<file path="config.mk">
export PLATFORM = sky130hd
export DESIGN_NAME = brake_actuator_mode_mapper
export DESIGN_NICKNAME = d
export VERILOG_FILES = /design/src/hw/rtl/bamm_pkg.sv /design/src/hw/rtl/brake_actuator_mode_mapper.sv
export SDC_FILE = /design/constraint.sdc
export NUM_CORES = 1
export LEC_CHECK = 0
export BUFFER_PORTS_ARGS = -buffer_cell sky130_fd_sc_hd__buf_2
export CORE_AREA = 8 8 213 215
export DETAILED_ROUTE_END_ITERATION = 8
export DIE_AREA = 0 0 221 223
export HOLD_SLACK_MARGIN = 0.03
export PLACE_DENSITY = 0.66
export SLEW_MARGIN = 40
export SYNTH_ARGS = -nofsm -noshare
export SYNTH_HDL_FRONTEND = slang
export SYNTH_SLANG_ARGS = --single-unit
</file>
<file path="constraint.sdc">
create_clock -name clk -period 11.4 [get_ports clk]
set_input_delay 1.14 -clock clk [delete_from_list [all_inputs] [get_ports clk]]
set_output_delay 1.14 -clock clk [all_outputs]
set_load 0.03 [all_outputs]
</file>
<file path="src/hw/rtl/bamm_pkg.sv">
// ----------------------------------------------------------------------------
// bamm_pkg
// Types and constants shared by the brake actuator mode mapper.
// ----------------------------------------------------------------------------
`default_nettype none

package bamm_pkg;

  localparam logic [11:0] NEUTRAL_PWM    = 12'd1500;
  localparam logic [10:0] NEUTRAL_RADIO  = 11'd1500;
  localparam logic [10:0] CAL_LOW_RESET  = 11'd363;
  localparam logic [10:0] CAL_HIGH_RESET = 11'd1641;
  localparam logic [11:0] OUT_MIN_RESET  = 12'd1000;
  localparam logic [11:0] OUT_MAX_RESET  = 12'd2000;

  typedef enum logic [2:0] {
    REQ_TICK  = 3'd0,
    REQ_RADIO = 3'd1,
    REQ_AUTO  = 3'd2,
    REQ_BRAIN = 3'd3,
    REQ_CALIB = 3'd4
  } req_code_t;

  typedef enum logic [1:0] {
    MODE_IDLE   = 2'd0,
    MODE_MANUAL = 2'd1,
    MODE_AUTO   = 2'd2,
    MODE_CAL    = 2'd3
  } mode_t;

  // brain state codes, plus a marker for "none seen yet"
  localparam logic [2:0] BRAIN_IDLE   = 3'd0;
  localparam logic [2:0] BRAIN_MANUAL = 3'd1;
  localparam logic [2:0] BRAIN_AUTO   = 3'd2;
  localparam logic [2:0] BRAIN_NONE   = 3'd4;

  typedef enum logic [0:0] {
    CFG_OUTPUT_MIN = 1'd0,
    CFG_OUTPUT_MAX = 1'd1
  } cfg_index_t;

  typedef enum logic [2:0] {
    ST_IDLE,
    ST_MUL0,
    ST_MUL1,
    ST_AFIN,
    ST_DIVP,
    ST_DIVN,
    ST_DONE
  } seq_state_t;

  typedef struct packed {
    logic [2:0]         req_type;
    logic [10:0]        radio_value;
    logic signed [15:0] autopilot_norm;
    logic [1:0]         brain_state;
    logic               calib_enable;
  } in_item_t;

  typedef struct packed {
    logic [11:0]        pwm;
    logic signed [15:0] norm;
  } out_item_t;

endpackage

`default_nettype wire

</file>
<file path="src/hw/rtl/brake_actuator_mode_mapper.sv">
// Path to out_valid: idle tick or zero-span radio sample straight to ST_DONE, autopilot
//   value via ST_MUL0 and ST_AFIN, manual radio sample via two multiply steps, a 12-step
//   pwm divide and a 17-step norm divide, all on one multiplier and one divider.
// Flow: one item at a time; in_stall is high until the item's result is in the output
//   register; items without a result leave in_stall low.
// Reset: mode idle, no brain state seen, bounds 363/1641, limits 1000/2000, output empty.
// ----------------------------------------------------------------------------
// brake_actuator_mode_mapper
// Mode tracking, radio calibration and pulse-width mapping for a brake
// actuator, with a shared multiplier and restoring divider under a sequencer.
// ----------------------------------------------------------------------------
`default_nettype none

module brake_actuator_mode_mapper (
  input  wire                     clk,
  input  wire                     rst_n,
  input  wire                     in_valid,
  output logic                    in_stall,
  input  bamm_pkg::in_item_t      in_data,
  output logic                    out_valid,
  input  wire                     out_stall,
  output bamm_pkg::out_item_t     out_data,
  input  wire                     cfg_valid,
  output logic                    cfg_ready,
  input  wire                     cfg_index,
  input  wire [11:0]              cfg_data
);
  import bamm_pkg::*;

  logic [11:0] omin_r, omax_r;
  mode_t       mode_r, mode_nxt;
  logic [2:0]  last_brain_r, last_brain_nxt;
  logic [10:0] cal_low_r, cal_low_nxt, cal_high_r, cal_high_nxt;

  seq_state_t  state_r, state_nxt;
  logic        is_auto_r, is_auto_nxt;
  logic [10:0] d_r, d_nxt, span_r, span_nxt;
  logic [15:0] apb_r, apb_nxt;
  logic signed [29:0] acc_r, acc_nxt;
  logic [10:0] rem_r, rem_nxt;
  logic [16:0] dvd_r, dvd_nxt, quo_r, quo_nxt;
  logic [4:0]  cnt_r, cnt_nxt;
  logic [11:0] res_pwm_r, res_pwm_nxt;
  logic [15:0] res_norm_r, res_norm_nxt;
  logic        out_valid_r, out_valid_nxt;
  out_item_t   out_data_r, out_data_nxt;

  logic               in_xfer;
  logic [10:0]        x_clamp;
  logic signed [12:0] mul_a;
  logic signed [16:0] mul_b;
  logic signed [29:0] prod;
  logic signed [29:0] sum;
  logic [11:0]        div_t;
  logic               div_q;
  logic [10:0]        div_rem;
  logic signed [12:0] ap_pwm;

  assign in_stall  = (state_r != ST_IDLE);
  assign in_xfer   = in_valid && !in_stall;
  assign cfg_ready = 1'b1;
  assign out_valid = out_valid_r;
  assign out_data  = out_data_r;

  always_comb begin
    x_clamp = in_data.radio_value;
    if (x_clamp < cal_low_r) x_clamp = cal_low_r;
    if (x_clamp > cal_high_r) x_clamp = cal_high_r;
  end

  // shared multiplier
  always_comb begin
    if (is_auto_r) begin
      mul_a = $signed({1'b0, omax_r}) - $signed({1'b0, omin_r});
      mul_b = $signed({1'b0, apb_r});
    end else if (state_r == ST_MUL1) begin
      mul_a = $signed({1'b0, omax_r});
      mul_b = $signed({6'd0, d_r});
    end else begin
      mul_a = $signed({1'b0, omin_r});
      mul_b = $signed({6'd0, span_r - d_r});
    end
    prod = 30'(mul_a * mul_b);
    sum  = acc_r + prod;
  end

  // shared restoring divider step
  always_comb begin
    div_t   = {rem_r, dvd_r[16]};
    div_q   = (div_t >= {1'b0, span_r});
    div_rem = div_q ? 11'(div_t - {1'b0, span_r}) : div_t[10:0];
  end

  assign ap_pwm = $signed({1'b0, omin_r}) + acc_r[28:16];

  always_comb begin
    state_nxt      = state_r;
    mode_nxt       = mode_r;
    last_brain_nxt = last_brain_r;
    cal_low_nxt    = cal_low_r;
    cal_high_nxt   = cal_high_r;
    is_auto_nxt    = is_auto_r;
    d_nxt          = d_r;
    span_nxt       = span_r;
    apb_nxt        = apb_r;
    acc_nxt        = acc_r;
    rem_nxt        = rem_r;
    dvd_nxt        = dvd_r;
    quo_nxt        = quo_r;
    cnt_nxt        = cnt_r;
    res_pwm_nxt    = res_pwm_r;
    res_norm_nxt   = res_norm_r;
    out_valid_nxt  = out_valid_r && out_stall;
    out_data_nxt   = out_data_r;

    case (state_r)
      ST_IDLE: begin
        if (in_xfer) begin
          case (in_data.req_type)
            REQ_TICK: begin
              if (mode_r == MODE_IDLE) begin
                res_pwm_nxt  = NEUTRAL_PWM;
                res_norm_nxt = '0;
                state_nxt    = ST_DONE;
              end
            end
            REQ_RADIO: begin
              if (mode_r == MODE_MANUAL) begin
                d_nxt       = x_clamp - cal_low_r;
                span_nxt    = cal_high_r - cal_low_r;
                is_auto_nxt = 1'b0;
                acc_nxt     = '0;
                if (cal_high_r == cal_low_r) begin
                  res_pwm_nxt  = (omin_r < NEUTRAL_PWM) ? NEUTRAL_PWM : omin_r;
                  res_norm_nxt = '0;
                  state_nxt    = ST_DONE;
                end else begin
                  state_nxt = ST_MUL0;
                end
              end else if (mode_r == MODE_CAL) begin
                if (in_data.radio_value < cal_low_r) cal_low_nxt = in_data.radio_value;
                if (in_data.radio_value > cal_high_r) cal_high_nxt = in_data.radio_value;
              end
            end
            REQ_AUTO: begin
              if (mode_r == MODE_AUTO) begin
                apb_nxt      = {~in_data.autopilot_norm[15], in_data.autopilot_norm[14:0]};
                res_norm_nxt = in_data.autopilot_norm;
                is_auto_nxt  = 1'b1;
                state_nxt    = ST_MUL0;
              end
            end
            REQ_BRAIN: begin
              if ({1'b0, in_data.brain_state} != last_brain_r) begin
                last_brain_nxt = {1'b0, in_data.brain_state};
                case (mode_r)
                  MODE_IDLE: begin
                    if (last_brain_nxt == BRAIN_MANUAL) mode_nxt = MODE_MANUAL;
                  end
                  MODE_MANUAL: begin
                    if (last_brain_nxt == BRAIN_AUTO) mode_nxt = MODE_AUTO;
                    else if (last_brain_nxt == BRAIN_IDLE) mode_nxt = MODE_IDLE;
                  end
                  MODE_AUTO: begin
                    if (last_brain_nxt == BRAIN_IDLE) mode_nxt = MODE_IDLE;
                    else if (last_brain_nxt == BRAIN_MANUAL) mode_nxt = MODE_MANUAL;
                  end
                  default: ;
                endcase
              end
            end
            REQ_CALIB: begin
              if (in_data.calib_enable) begin
                mode_nxt     = MODE_CAL;
                cal_low_nxt  = NEUTRAL_RADIO;
                cal_high_nxt = NEUTRAL_RADIO;
              end else if (mode_r == MODE_CAL) begin
                mode_nxt = MODE_IDLE;
              end
            end
            default: ;
          endcase
        end
      end
      ST_MUL0: begin
        acc_nxt   = prod;
        state_nxt = is_auto_r ? ST_AFIN : ST_MUL1;
      end
      ST_MUL1: begin
        // total < 4096*span, so the top 11 bits already sit below span
        rem_nxt   = sum[22:12];
        dvd_nxt   = {sum[11:0], 5'd0};
        quo_nxt   = '0;
        cnt_nxt   = 5'd12;
        state_nxt = ST_DIVP;
      end
      ST_AFIN: begin
        res_pwm_nxt = (ap_pwm[11:0] > NEUTRAL_PWM) ? NEUTRAL_PWM : ap_pwm[11:0];
        state_nxt   = ST_DONE;
      end
      ST_DIVP: begin
        quo_nxt = {quo_r[15:0], div_q};
        rem_nxt = div_rem;
        dvd_nxt = {dvd_r[15:0], 1'b0};
        cnt_nxt = cnt_r - 5'd1;
        if (cnt_r == 5'd1) begin
          res_pwm_nxt = (quo_nxt[11:0] < NEUTRAL_PWM) ? NEUTRAL_PWM : quo_nxt[11:0];
          // norm divide: (d << 16) / span, first dividend bits d >> 1 < span
          rem_nxt   = {1'b0, d_r[10:1]};
          dvd_nxt   = {d_r[0], 16'd0};
          quo_nxt   = '0;
          cnt_nxt   = 5'd17;
          state_nxt = ST_DIVN;
        end
      end
      ST_DIVN: begin
        quo_nxt = {quo_r[15:0], div_q};
        rem_nxt = div_rem;
        dvd_nxt = {dvd_r[15:0], 1'b0};
        cnt_nxt = cnt_r - 5'd1;
        if (cnt_r == 5'd1) begin
          if (quo_nxt[16] || (quo_nxt[15:0] == 16'hFFFF)) res_norm_nxt = 16'h7FFF;
          else if (!quo_nxt[15]) res_norm_nxt = '0;
          else res_norm_nxt = {1'b0, quo_nxt[14:0]};
          state_nxt = ST_DONE;
        end
      end
      ST_DONE: begin
        if (!out_valid_r || !out_stall) begin
          out_valid_nxt     = 1'b1;
          out_data_nxt.pwm  = res_pwm_r;
          out_data_nxt.norm = res_norm_r;
          state_nxt         = ST_IDLE;
        end
      end
      default: state_nxt = ST_IDLE;
    endcase
  end

  always_ff @(posedge clk) begin
    if (!rst_n) begin
      state_r      <= ST_IDLE;
      mode_r       <= MODE_IDLE;
      last_brain_r <= BRAIN_NONE;
      cal_low_r    <= CAL_LOW_RESET;
      cal_high_r   <= CAL_HIGH_RESET;
      omin_r       <= OUT_MIN_RESET;
      omax_r       <= OUT_MAX_RESET;
      out_valid_r  <= 1'b0;
      is_auto_r    <= 1'b0;
    end else begin
      state_r      <= state_nxt;
      mode_r       <= mode_nxt;
      last_brain_r <= last_brain_nxt;
      cal_low_r    <= cal_low_nxt;
      cal_high_r   <= cal_high_nxt;
      out_valid_r  <= out_valid_nxt;
      is_auto_r    <= is_auto_nxt;
      if (cfg_valid && cfg_ready) begin
        case (cfg_index)
          CFG_OUTPUT_MIN: omin_r <= cfg_data;
          CFG_OUTPUT_MAX: omax_r <= cfg_data;
          default: ;
        endcase
      end
    end
  end

  always_ff @(posedge clk) begin
    d_r        <= d_nxt;
    span_r     <= span_nxt;
    apb_r      <= apb_nxt;
    acc_r      <= acc_nxt;
    rem_r      <= rem_nxt;
    dvd_r      <= dvd_nxt;
    quo_r      <= quo_nxt;
    cnt_r      <= cnt_nxt;
    res_pwm_r  <= res_pwm_nxt;
    res_norm_r <= res_norm_nxt;
    out_data_r <= out_data_nxt;
  end

  // calibration only ever widens a pair that starts ordered
  a_bounds_ordered: assert property (@(posedge clk) disable iff (!rst_n)
    cal_low_r <= cal_high_r)
    else $error("calibration bounds crossed");

  // the divider never runs on a zero span and keeps its remainder below it
  a_div_rem: assert property (@(posedge clk) disable iff (!rst_n)
    (state_r == ST_DIVP || state_r == ST_DIVN) |-> (span_r != '0) && (rem_r < span_r))
    else $error("divider remainder out of range");

  // an idle tick reaches the output stage next cycle
  a_tick_done: assert property (@(posedge clk) disable iff (!rst_n)
    (in_xfer && in_data.req_type == REQ_TICK && mode_r == MODE_IDLE)
      |=> state_r == ST_DONE)
    else $error("idle tick lost");

  // mode does not change while an item is being worked on
  a_mode_hold: assert property (@(posedge clk) disable iff (!rst_n)
    (state_r != ST_IDLE) |=> $stable(mode_r))
    else $error("mode changed mid-item");

endmodule

`default_nettype wire

</file>
==> summary.md, run 1 <==
| Metric | Value |
|---|---|
| Skew-Pair Late Insertion Delay | `between 0.5 and 0.6 ns` |
| Critical R2R Launch | `d_r[0]` |
| Max-cap violation count | `0` |
| Hpwl dp | `46,000 um` |
| Vias | `16.5k` |
| Final net count | `2,726` |
| Yosys warns | `0` |
| H-tree depth | `1` |
| CP max FO | `6` |
| Worst R2R End | `rem_r[8]` |
| Total CTS buffers | `24` |
| Worst path slowest cell | `fa_1` |
| Routed WL per cell | `20.1 um` |
| Slew headroom | `39.5%` |
| DRT iter0 DRCs | `about 1.2k` |
| Final std cells w/o fill | `about 2.9k` |
| Flops & latches, synth | `around 220` |
| CTS tree | `built` |
| CP Launch Point | `d_r[0]` |
| Commonest non-fill, non-tap cell in the layout | `inv_1` |
| Most used flip-flop cell after synthesis | `edfxtp_1` |
| RSZ-0062 raised after global routing | `no` |
| Clock skew | `0.0242 ns` |
| Maximum root-to-sink buffer count | `3` |
| Share of layout cells above drive strength 1 | `9.16%` |
| Gr ovfl total | `0` |
| First-pass GRT wire length | `91,800 um` |
| Cts hold-fix bufs | `0` |
| Cells after DPL | `about 2.8k` |
| Most numerous cell on the critical path | `fa_1` |
| GP Congestion | `0.948` |
| FF-to-FF path depth | `39` |
| Die width | `between 200 and 250 um` |
| Worst path top cell family by delay | `adder cells` |
| Final setup viols | `0` |
| Synth top area cells | `edfxtp_1 24%, fa_1 16%, ha_1 13%` |
| Area Growth Syn to Fin | `9.45%` |
| Initial antenna violation count | `1` |
| Period utilization | `82.5%` |
| Max-slew violation count | `0` |
| R2R setup slack | `about 2 ns` |
| Area of the mapped netlist | `approximately 21,000 um2` |
| Synth Net Count | `2,663` |
| Largest net degree at the start of global routing | `59` |
| EDFF count, synth | `~170` |
| Critical path endpoint | `rem_r[8]` |
| Commonest non-fill, non-tap cells in the layout | `283 x inv_1, 236 x nand2_1, 217 x ha_1` |
| CP Depth | `39` |
| Vias per cell | `5.75` |
| WP buf/inv | `4` |
| Synth Instances | `2,234` |
| Netlist cell types | `82` |
| Tot GR Track Use | `23.1%` |
| Num ports | `between 80 and 90` |
| Worst Max-Slew Pin Slew | `0.903 ns` |
| Worst setup EP type | `register` |
| Status | `complete, no violations` |
| Drt total wl | `57,500 um` |
| Syn Area/Cell | `9.28 um2` |
| Die Height | `223 um` |
| Biggest area consumer among synthesized cells | `edfxtp_1` |
| Initial DRT Pass Iterations | `6` |
| Vias in the first global route | `16.7k` |
| # port buffers | `80` |
| Detail Route Antenna Nets | `0` |
| Fin area | `22,700 um2` |
| Crit start category | `register` |
| CP required | `11.66 ns` |
| Largest stage delay on the critical path | `roughly 0.50 ns` |
| PostCTS Resize Cnt | `0` |
| Post-route DRC | `0` |
| Fin crit period | `roughly 9.4 ns` |
| Clock-pin slew on the worst setup and hold paths | `0.06 ns` |
| Final hold violations | `0` |
| Placed Area | `21,800 um2` |
| ANT cells | `0` |
| Root buf cell | `clkbuf_16` |
| Die area | `about 49,000 um2` |
| Setup TNS | `0 ns` |
| Clock Sinks | `~220` |
| Max Fclk | `roughly 0.11 GHz` |
| CP arrival | `~9.7 ns` |
| Hold WC Path Type | `reg2reg` |
| Area share of the largest cell type after synthesis | `24.0%` |
| Ys async rst share | `0%` |
| Crit Path Category | `reg2reg` |
| Register area share after synthesis | `29.4%` |
| Row count | `76` |
| Core Area | `about 42,000 um2` |
| Initial core utilization | `49.0%` |
| Post-CTS Setup Inserts | `0` |
==> area by class of cell <==
type / count / area [um2]
sequential: 222 / 6110
clock inverter: 19 / 233
clock buffer: 25 / 626
inverter: 286 / 1070
fill: 3812 / 19600
timing repair buffer: 108 / 611
multi-input combinational: 1655 / 13400
tap: 546 / 683
==> per-stage QoR <==
| stage | hold slack [ns] | utilization, % | setup slack [ns] |
|---|---|---|---|
| final | 0.419 | 53.6 | 1.99 |
| after global routing | 0.420 | 53.6 | 1.49 |
| after CTS | 0.419 | 53.6 | 1.97 |
| after detailed placement | 0.405 | 51.6 | 1.98 |
| after global placement | 0.402 | 51.5 | 2.34 |
| after floorplan | 0.400 | - | 2.83 |
==> flip-flops by register name (all words and copies together), names as in the netlist, 12 cells and up <==
name and cells:
acc_r 28, apb_r 16, dvd_r 12, omax_r 12, omin_r 12, out_data 28, quo_r 16, res_norm_r 16
res_pwm_r 12
==> cells in the mapped netlist, types with 14 or more instances <==
cell type and instances:
inv_1 283, clkbuf_1 63, mux2_2 19, o21ai_0 53, nor3_1 40, a211oi_1 18
a21oi_1 150, xor2_1 34, nand3_1 39, dfxtp_1 56, nand2b_1 38, and3_1 23
xnor2_1 65, o211ai_1 21, edfxtp_1 166, nand4_1 15, mux2i_1 21, ha_1 217
nand2_1 237, nor2_1 164, and2_1 44, a21o_1 43, fa_1 161, a31oi_1 14
o21ai_1 53, nor2b_1 30
==> worst min-delay path by stage <==
stage                       start            to  slack (ns)  cells past startpoint
global placement    res_pwm_r[10]  out_data[26]        0.40                      0
global route        res_norm_r[1]   out_data[1]        0.42                      0
finish               res_pwm_r[4]  out_data[20]        0.42                      0
CTS                 res_norm_r[5]   out_data[5]        0.42                      0
detailed placement   res_pwm_r[4]  out_data[20]        0.40                      0
floorplan           res_norm_r[0]   out_data[0]        0.40                      0
==> worst reg2reg max path, delay by kind of cell, from the launching register on <==
family / cells / cell delay [ns]
AO/OA/AOI/OAI: 18 / 3.07
AND/OR/NAND/NOR: 4 / 0.79
adder cells (fa/ha/maj): 10 / 4.08
buffers and inverters: 4 / 0.28
XOR/XNOR: 3 / 0.50
flip-flops: 1 / 0.43
==> kinds of logic (layout without fill, tap and decap cells) <==
family                     after synthesis  in the layout  share of synthesized area [%]
buffers and inverters                  357            438                           6.49
DFF                                    222            222                           29.4
and+or+nand+nor                        678            678                           15.3
xor gates and xnor gates                99             99                           4.18
muxes                                   45             45                           2.32
AOI/OAI and AO/OA                      454            454                           13.7
other                                    1              1                         0.0181
adders and majority gates              378            378                           28.6
==> routing by layer <==
| layer | up-vias | wire length, um | global-route usage [%] |
|---|---|---|---|
| li1 | 7732 | - | - |
| met1 | 8067 | 25500 | 31.3 |
| met2 | 561 | 26000 | 37.7 |
| met3 | 91 | 4260 | 4.06 |
| met4 | 0 | 1710 | 6.44 |
| met5 | - | 0 | 0 |
Power of run 1 is not shown: default switching activity piles up to over one toggle a cycle in this logic, so the estimate is an artifact.
==> run 2: changes to the inputs <==
- clock period: 11.4 -> 8.95 ns (I/O delays scaled with it)
==> run 2 against run 1 <==
Cell count rose by 2.0%. Hold slack about the same. First-iteration DRC count rose by 15%. Largest cell class unchanged. Global-route usage shrank 0.093 points. Die area is the same. Non-clock buffer count up 56. Critical path depth grew 2. Clock-buffer cell count grew 7. Final area grew 2.3%.
==> summary.md, run 2 (synthesis gave the netlist of run 1 again) <==
| Metric | Value |
|---|---|
| Clock skew | `0.0156 ns (was 0.0242 ns)` |
| Max-slew violation count | `0 (unchanged)` |
| Worst R2R End | `rem_r[9] (was rem_r[8])` |
| Largest net degree at the start of global routing | `59 (unchanged)` |
| Slew headroom | `41.9% (was 39.5%)` |
| Vias | `16.7k (was 16.5k)` |
| # port buffers | `80 (unchanged)` |
| Skew-Pair Late Insertion Delay | `0.54 ns (about the same)` |
| Most numerous cell on the critical path | `fa_1 (unchanged)` |
| Worst path slowest cell | `fa_1 (unchanged)` |
| CP arrival | `9.02 ns (was 9.67 ns)` |
| Critical R2R Launch | `d_r[1] (was d_r[0])` |
| Area Growth Syn to Fin | `12.0% (was 9.45%)` |
| Maximum root-to-sink buffer count | `3 (unchanged)` |
| Final net count | `2,783 (was 2,726)` |
| Initial DRT Pass Iterations | `6 (unchanged)` |
| Status | `complete, no violations (unchanged)` |
| Crit start category | `register (unchanged)` |
| Placed Area | `22,200 um2 (was 21,800 um2)` |
| Share of layout cells above drive strength 1 | `12.8% (was 9.16%)` |
| Total CTS buffers | `25 (was 24)` |
| Post-route DRC | `0 (unchanged)` |
| Min-delay src | `res_pwm_r[10] (was res_pwm_r[4])` |
| CP max FO | `5 (was 6)` |
| Crit Path Category | `reg2reg (unchanged)` |
| Clock Sinks | `222 (unchanged)` |
| RSZ-0062 raised after global routing | `yes (was no)` |
| Clock-pin slew on the worst setup and hold paths | `0.07 ns (was 0.06 ns)` |
| Row count | `76 (unchanged)` |
| Initial antenna violation count | `0 (was 1)` |
| Worst hold slack | `0.419 ns (about the same)` |
| CTS tree | `built (unchanged)` |
| FF-to-FF path depth | `41 (was 39)` |
| DRT iter0 DRCs | `1,373 (was 1,190)` |
| Final setup viols | `0 (unchanged)` |
| Hold-critical path depth | `0 (unchanged)` |
| ANT cells | `0 (unchanged)` |
| Detail Route Antenna Nets | `0 (unchanged)` |
| Vias in the first global route | `16.8k (was 16.7k)` |
| Gr ovfl total | `0 (unchanged)` |
| R2R setup slack | `0.21 ns (was 1.99 ns)` |
| Routed WL per cell | `19.8 um (was 20.1 um)` |
| Max Fclk | `0.114 GHz (was 0.106 GHz)` |
| Period utilization | `97.6% (was 82.5%)` |
| Fin crit period | `8.74 ns (was 9.41 ns)` |
| Vias per cell | `5.71 (was 5.75)` |
| Largest stage delay on the critical path | `0.51 ns (was 0.50 ns)` |
| Root buf cell | `clkbuf_16 (unchanged)` |
| Setup TNS | `0 ns (unchanged)` |
| Post-layout util | `54.9% (was 53.6%)` |
| Die Height | `223 um (unchanged)` |
| Core Area | `42,300 um2 (unchanged)` |
| CP required | `9.23 ns (was 11.66 ns)` |
| Initial core utilization | `49.0% (unchanged)` |
| Fin area | `23,200 um2 (was 22,700 um2)` |
| Worst Max-Slew Pin Slew | `0.868 ns (was 0.903 ns)` |
| Num ports | `82 (unchanged)` |
| Die width | `221 um (unchanged)` |
| Max-cap violation count | `0 (unchanged)` |
| GP Congestion | `0.955 (was 0.948)` |
| Final hold violations | `0 (unchanged)` |
| First-pass GRT wire length | `90,700 um (was 91,800 um)` |
| Worst setup EP type | `register (unchanged)` |
| Commonest non-fill, non-tap cells in the layout | `281 x inv_1, 235 x nand2_1, 212 x ha_1 (was 283 x inv_1, 236 x nand2_1, 217 x ha_1)` |
| H-tree depth | `1 (unchanged)` |
| Die area | `49,300 um2 (unchanged)` |
| Worst Hold End | `out_data[26] (was out_data[20])` |
| Tot GR Track Use | `23.0% (was 23.1%)` |
| Hpwl dp | `46,200 um (was 46,000 um)` |
| Drt total wl | `57,900 um (was 57,500 um)` |
| Hold WC Path Type | `reg2reg (unchanged)` |
| Commonest non-fill, non-tap cell in the layout | `inv_1 (unchanged)` |
[run 2: changes by cell type in the layout (fill, tap and decap cells not counted), sizes merged]
cell      before  now
inv          285  287
clkbuf        25   32
buf          108  164
bufinv         5    1
clkinvlp       5    1
[run 2: layout make-up]
type | count | area (um2)
sequential | 222 | 6110
inverter | 286 | 1070
timing repair buffer | 164 | 1040
clock buffer | 32 | 652
tap | 546 | 683
clock inverter | 13 | 110
fill | 3757 | 19100
multi-input combinational | 1655 | 13600
[run 2: stage by stage]
| stage | std cells | worst slack [ns] |
|---|---|---|
| floorplan | 2234 | 0.383 |
| global placement | 2864 | 0.115 |
| detailed placement | 2864 | -0.0900 |
| CTS | 2910 | 0.0128 |
| global route | 2918 | -0.250 |
| finish | 2918 | 0.212 |
[run 2: repair_timing]
action,in CTS,in global routing
setup buffers,1,8
pin swaps,1,19
cloned,0,0
hold buffers,0,0
resized for setup,5,45
endpoints found under the setup margin,4,9
[run 2: how the worst max path moves through the flow]
stage / start / end / cells after the start
4_1_cts: d_r[0] / rem_r[9] / 41
6_report: d_r[1] / rem_r[9] / 41
3_5_place_dp: d_r[0] / rem_r[8] / 38
5_1_grt: d_r[1] / rem_r[9] / 41
3_3_place_gp: d_r[0] / rem_r[8] / 39
2_1_floorplan: d_r[0] / rem_r[8] / 39
[run 2: routing by layer]
layer	routed length [um]	vias to the layer above	global-route usage, %
li1	-	7844	-
met1	25200	8100	30.9
met2	26000	610	37.1
met3	4710	100	4.67
met4	2000	0	6.95
met5	0	-	0
[run 2: critical path, delay by kind of cell, from the launching register on]
| kind | cells | cell delay, ns |
|---|---|---|
| adder cells (fa/ha/maj) | 9 | 3.68 |
| buffers and inverters | 6 | 0.54 |
| flip-flops | 1 | 0.38 |
| XOR/XNOR | 3 | 0.46 |
| AO/OA/AOI/OAI | 16 | 2.33 |
| AND/OR/NAND/NOR | 7 | 1.06 |
Power of run 2 is left out for the same reason.
==> run 3: changes to the inputs <==
- PLACE_DENSITY: 0.66 -> not set
- PLACE_DENSITY_LB_ADDON: not set -> 0.2
==> run 3 against run 2 <==
Critical path type unchanged. Fmax is 0.50% lower. Highest routed layer is now met5. First-iteration DRC count grew 3.4%. Final area up 0.27%. Via count increased by 0.79%. Global-route usage rose by 0.44 points. Clock-buffer cell count unchanged. Cell count rose by 0.17%. Wire length is 2.5% higher. Sequential share of layout area fell by 0.071 points. Register-to-register slack worse by 0.04 ns.
==> summary.md, run 3 (synthesis gave the netlist of run 1 again) <==
| Metric | Value |
|---|---|
| Root buf cell | `clkbuf_16 (unchanged)` |
| Row count | `76 (unchanged)` |
| Min-delay src | `res_norm_r[13] (was res_pwm_r[10])` |
| Cells after DPL | `2,868 (was 2,864)` |
| Max-cap violation count | `0 (unchanged)` |
| Worst Hold End | `out_data[13] (was out_data[26])` |
| Initial DRT Pass Iterations | `5 (was 6)` |
| Setup TNS | `0 ns (unchanged)` |
| Largest net degree at the start of global routing | `52 (was 59)` |
| Hold WC Path Type | `reg2reg (unchanged)` |
| First-pass GRT wire length | `92,300 um (was 90,700 um)` |
| Area Growth Syn to Fin | `12.3% (was 12.0%)` |
| Commonest non-fill, non-tap cells in the layout | `279 x inv_1, 234 x nand2_1, 214 x ha_1 (was 281 x inv_1, 235 x nand2_1, 212 x ha_1)` |
| Skew-Pair Late Insertion Delay | `0.53 ns (was 0.54 ns)` |
| DP Worst Slack | `-0.136 ns (was -0.0900 ns)` |
| Clock-pin slew on the worst setup and hold paths | `0.06 ns (was 0.07 ns)` |
| Vias | `16.8k (was 16.7k)` |
| Crit start category | `register (unchanged)` |
| Hold-critical path depth | `0 (unchanged)` |
| Top layer in use | `met5 (was met4)` |
| CP required | `9.19 ns (was 9.23 ns)` |
| Clock Sinks | `222 (unchanged)` |
| Initial core utilization | `49.0% (unchanged)` |
| Clock skew | `0.0161 ns (was 0.0156 ns)` |
| Worst path slowest cell | `fa_1 (unchanged)` |
| Final setup viols | `0 (unchanged)` |
| GP Congestion | `0.957 (was 0.955)` |
| DRT iter0 DRCs | `1,420 (was 1,373)` |
| Worst Slack Setup Final | `0.168 ns (was 0.212 ns)` |
| Routed WL per cell | `20.3 um (was 19.8 um)` |
| ANT cells | `0 (unchanged)` |
| # port buffers | `80 (unchanged)` |
| CP arrival | `9.03 ns (was 9.02 ns)` |
| CP Launch Point | `d_r[0] (was d_r[1])` |
| H-tree depth | `1 (unchanged)` |
| Final net count | `2,789 (was 2,783)` |
| Largest stage delay on the critical path | `0.55 ns (was 0.51 ns)` |
| Tot GR Track Use | `23.4% (was 23.0%)` |
| R2R setup slack | `0.17 ns (was 0.21 ns)` |
| Share of layout cells above drive strength 1 | `13.1% (was 12.8%)` |
| Num ports | `82 (unchanged)` |
| Worst setup EP type | `register (unchanged)` |
| Die width | `221 um (unchanged)` |
| Initial antenna violation count | `2 (was 0)` |
| Hpwl dp | `47,300 um (was 46,200 um)` |
| Routed wl met2 | `26,700 um (was 26,000 um)` |
| Cts hold-fix bufs | `0 (unchanged)` |
| Vias per cell | `5.74 (was 5.71)` |
| Metal1 wirelength | `26,100 um (was 25,200 um)` |
| Max-slew violation count | `0 (unchanged)` |
| Fin crit period | `8.78 ns (was 8.74 ns)` |
| FF-to-FF path depth | `37 (was 41)` |
| WP buf/inv | `5 (was 6)` |
| Worst R2R End | `rem_r[10] (was rem_r[9])` |
| Post-route DRC | `0 (unchanged)` |
| Die Height | `223 um (unchanged)` |
| Critical R2R Launch | `d_r[0] (was d_r[1])` |
| CTS tree | `built (unchanged)` |
| # fillers | `3,812 (was 3,757)` |
| Max Fclk | `0.114 GHz (about the same)` |
| Total CTS buffers | `24 (was 25)` |
| Die area | `49,300 um2 (unchanged)` |
| Core Area | `42,300 um2 (unchanged)` |
| Crit Path Category | `reg2reg (unchanged)` |
| Most numerous cell on the critical path | `fa_1 (unchanged)` |
| Worst path top cell family by delay | `adder cells (unchanged)` |
| Detail Route Antenna Nets | `0 (unchanged)` |
| Drt total wl | `59,300 um (was 57,900 um)` |
| Final hold violations | `0 (unchanged)` |
| Post-layout util | `55.0% (was 54.9%)` |
| Slew headroom | `41.9% (about the same)` |
| Met3 Wirelength | `4580 um (was 4710 um)` |
| Final std cells w/o fill | `2,923 (was 2,918)` |
| Status | `complete, no violations (unchanged)` |
| Register area | `6110 um2 (unchanged)` |
| Multi-input logic area | `13,600 um2 (about the same)` |
| Period utilization | `98.1% (was 97.6%)` |
| Vias in the first global route | `16.8k (about the same)` |
| Gr ovfl total | `0 (unchanged)` |
| Commonest non-fill, non-tap cell in the layout | `inv_1 (unchanged)` |
| CP max FO | `4 (was 5)` |
| RSZ-0062 raised after global routing | `yes (unchanged)` |
| Maximum root-to-sink buffer count | `3 (unchanged)` |
| Worst Max-Slew Pin Slew | `0.869 ns (was 0.868 ns)` |
-- run 3: cell type report --
| class | instances | area share, % |
|---|---|---|
| inverter | 286 | 4.61 |
| clock buffer | 32 | 2.86 |
| clock inverter | 11 | 0.338 |
| timing repair buffer | 171 | 4.67 |
| multi-input combinational | 1655 | 58.4 |
| tap | 546 | 2.93 |
| sequential | 222 | 26.2 |
-- run 3: worst max-delay path by stage --
stage                      to  cells past startpoint
floorplan            rem_r[8]                     39
global placement     rem_r[8]                     39
detailed placement   rem_r[8]                     38
CTS                  rem_r[8]                     39
global route         rem_r[9]                     41
finish              rem_r[10]                     37
-- run 3: repair_timing --
item	4_1_cts	5_1_grt
buffers inserted	1	11
gates cloned	0	1
endpoints found under the hold margin	0	0
setup endpoints to repair	5	10
pin swaps	1	35
resized for setup	5	52
-- run 3: metal layers --
metal  up-vias  global-route usage [%]
li1       7862                       -
met1      8179                    31.6
met2       634                    37.7
met3       108                    4.78
met4         2                    7.15
met5         -                       0
-- run 3: metrics by stage --
step / cell area [um2] / hold WS (ns)
after floorplan: 20700 / 0.400
after global placement: 22200 / 0.402
after detailed placement: 22200 / 0.406
after CTS: 23000 / 0.420
after global routing: 23300 / 0.422
final: 23300 / 0.419
-- run 3: worst register-to-register path: cells and delay by family, from the launching register on --
| family | cells | cell delay [ns] |
|---|---|---|
| fa+ha+maj | 10 | 3.76 |
| flops | 1 | 0.43 |
| xor+xnor | 3 | 0.53 |
| buf+inv | 5 | 0.42 |
| compound gates | 12 | 2.02 |
| simple gates | 7 | 1.35 |
Power of run 3 is left out for the same reason.
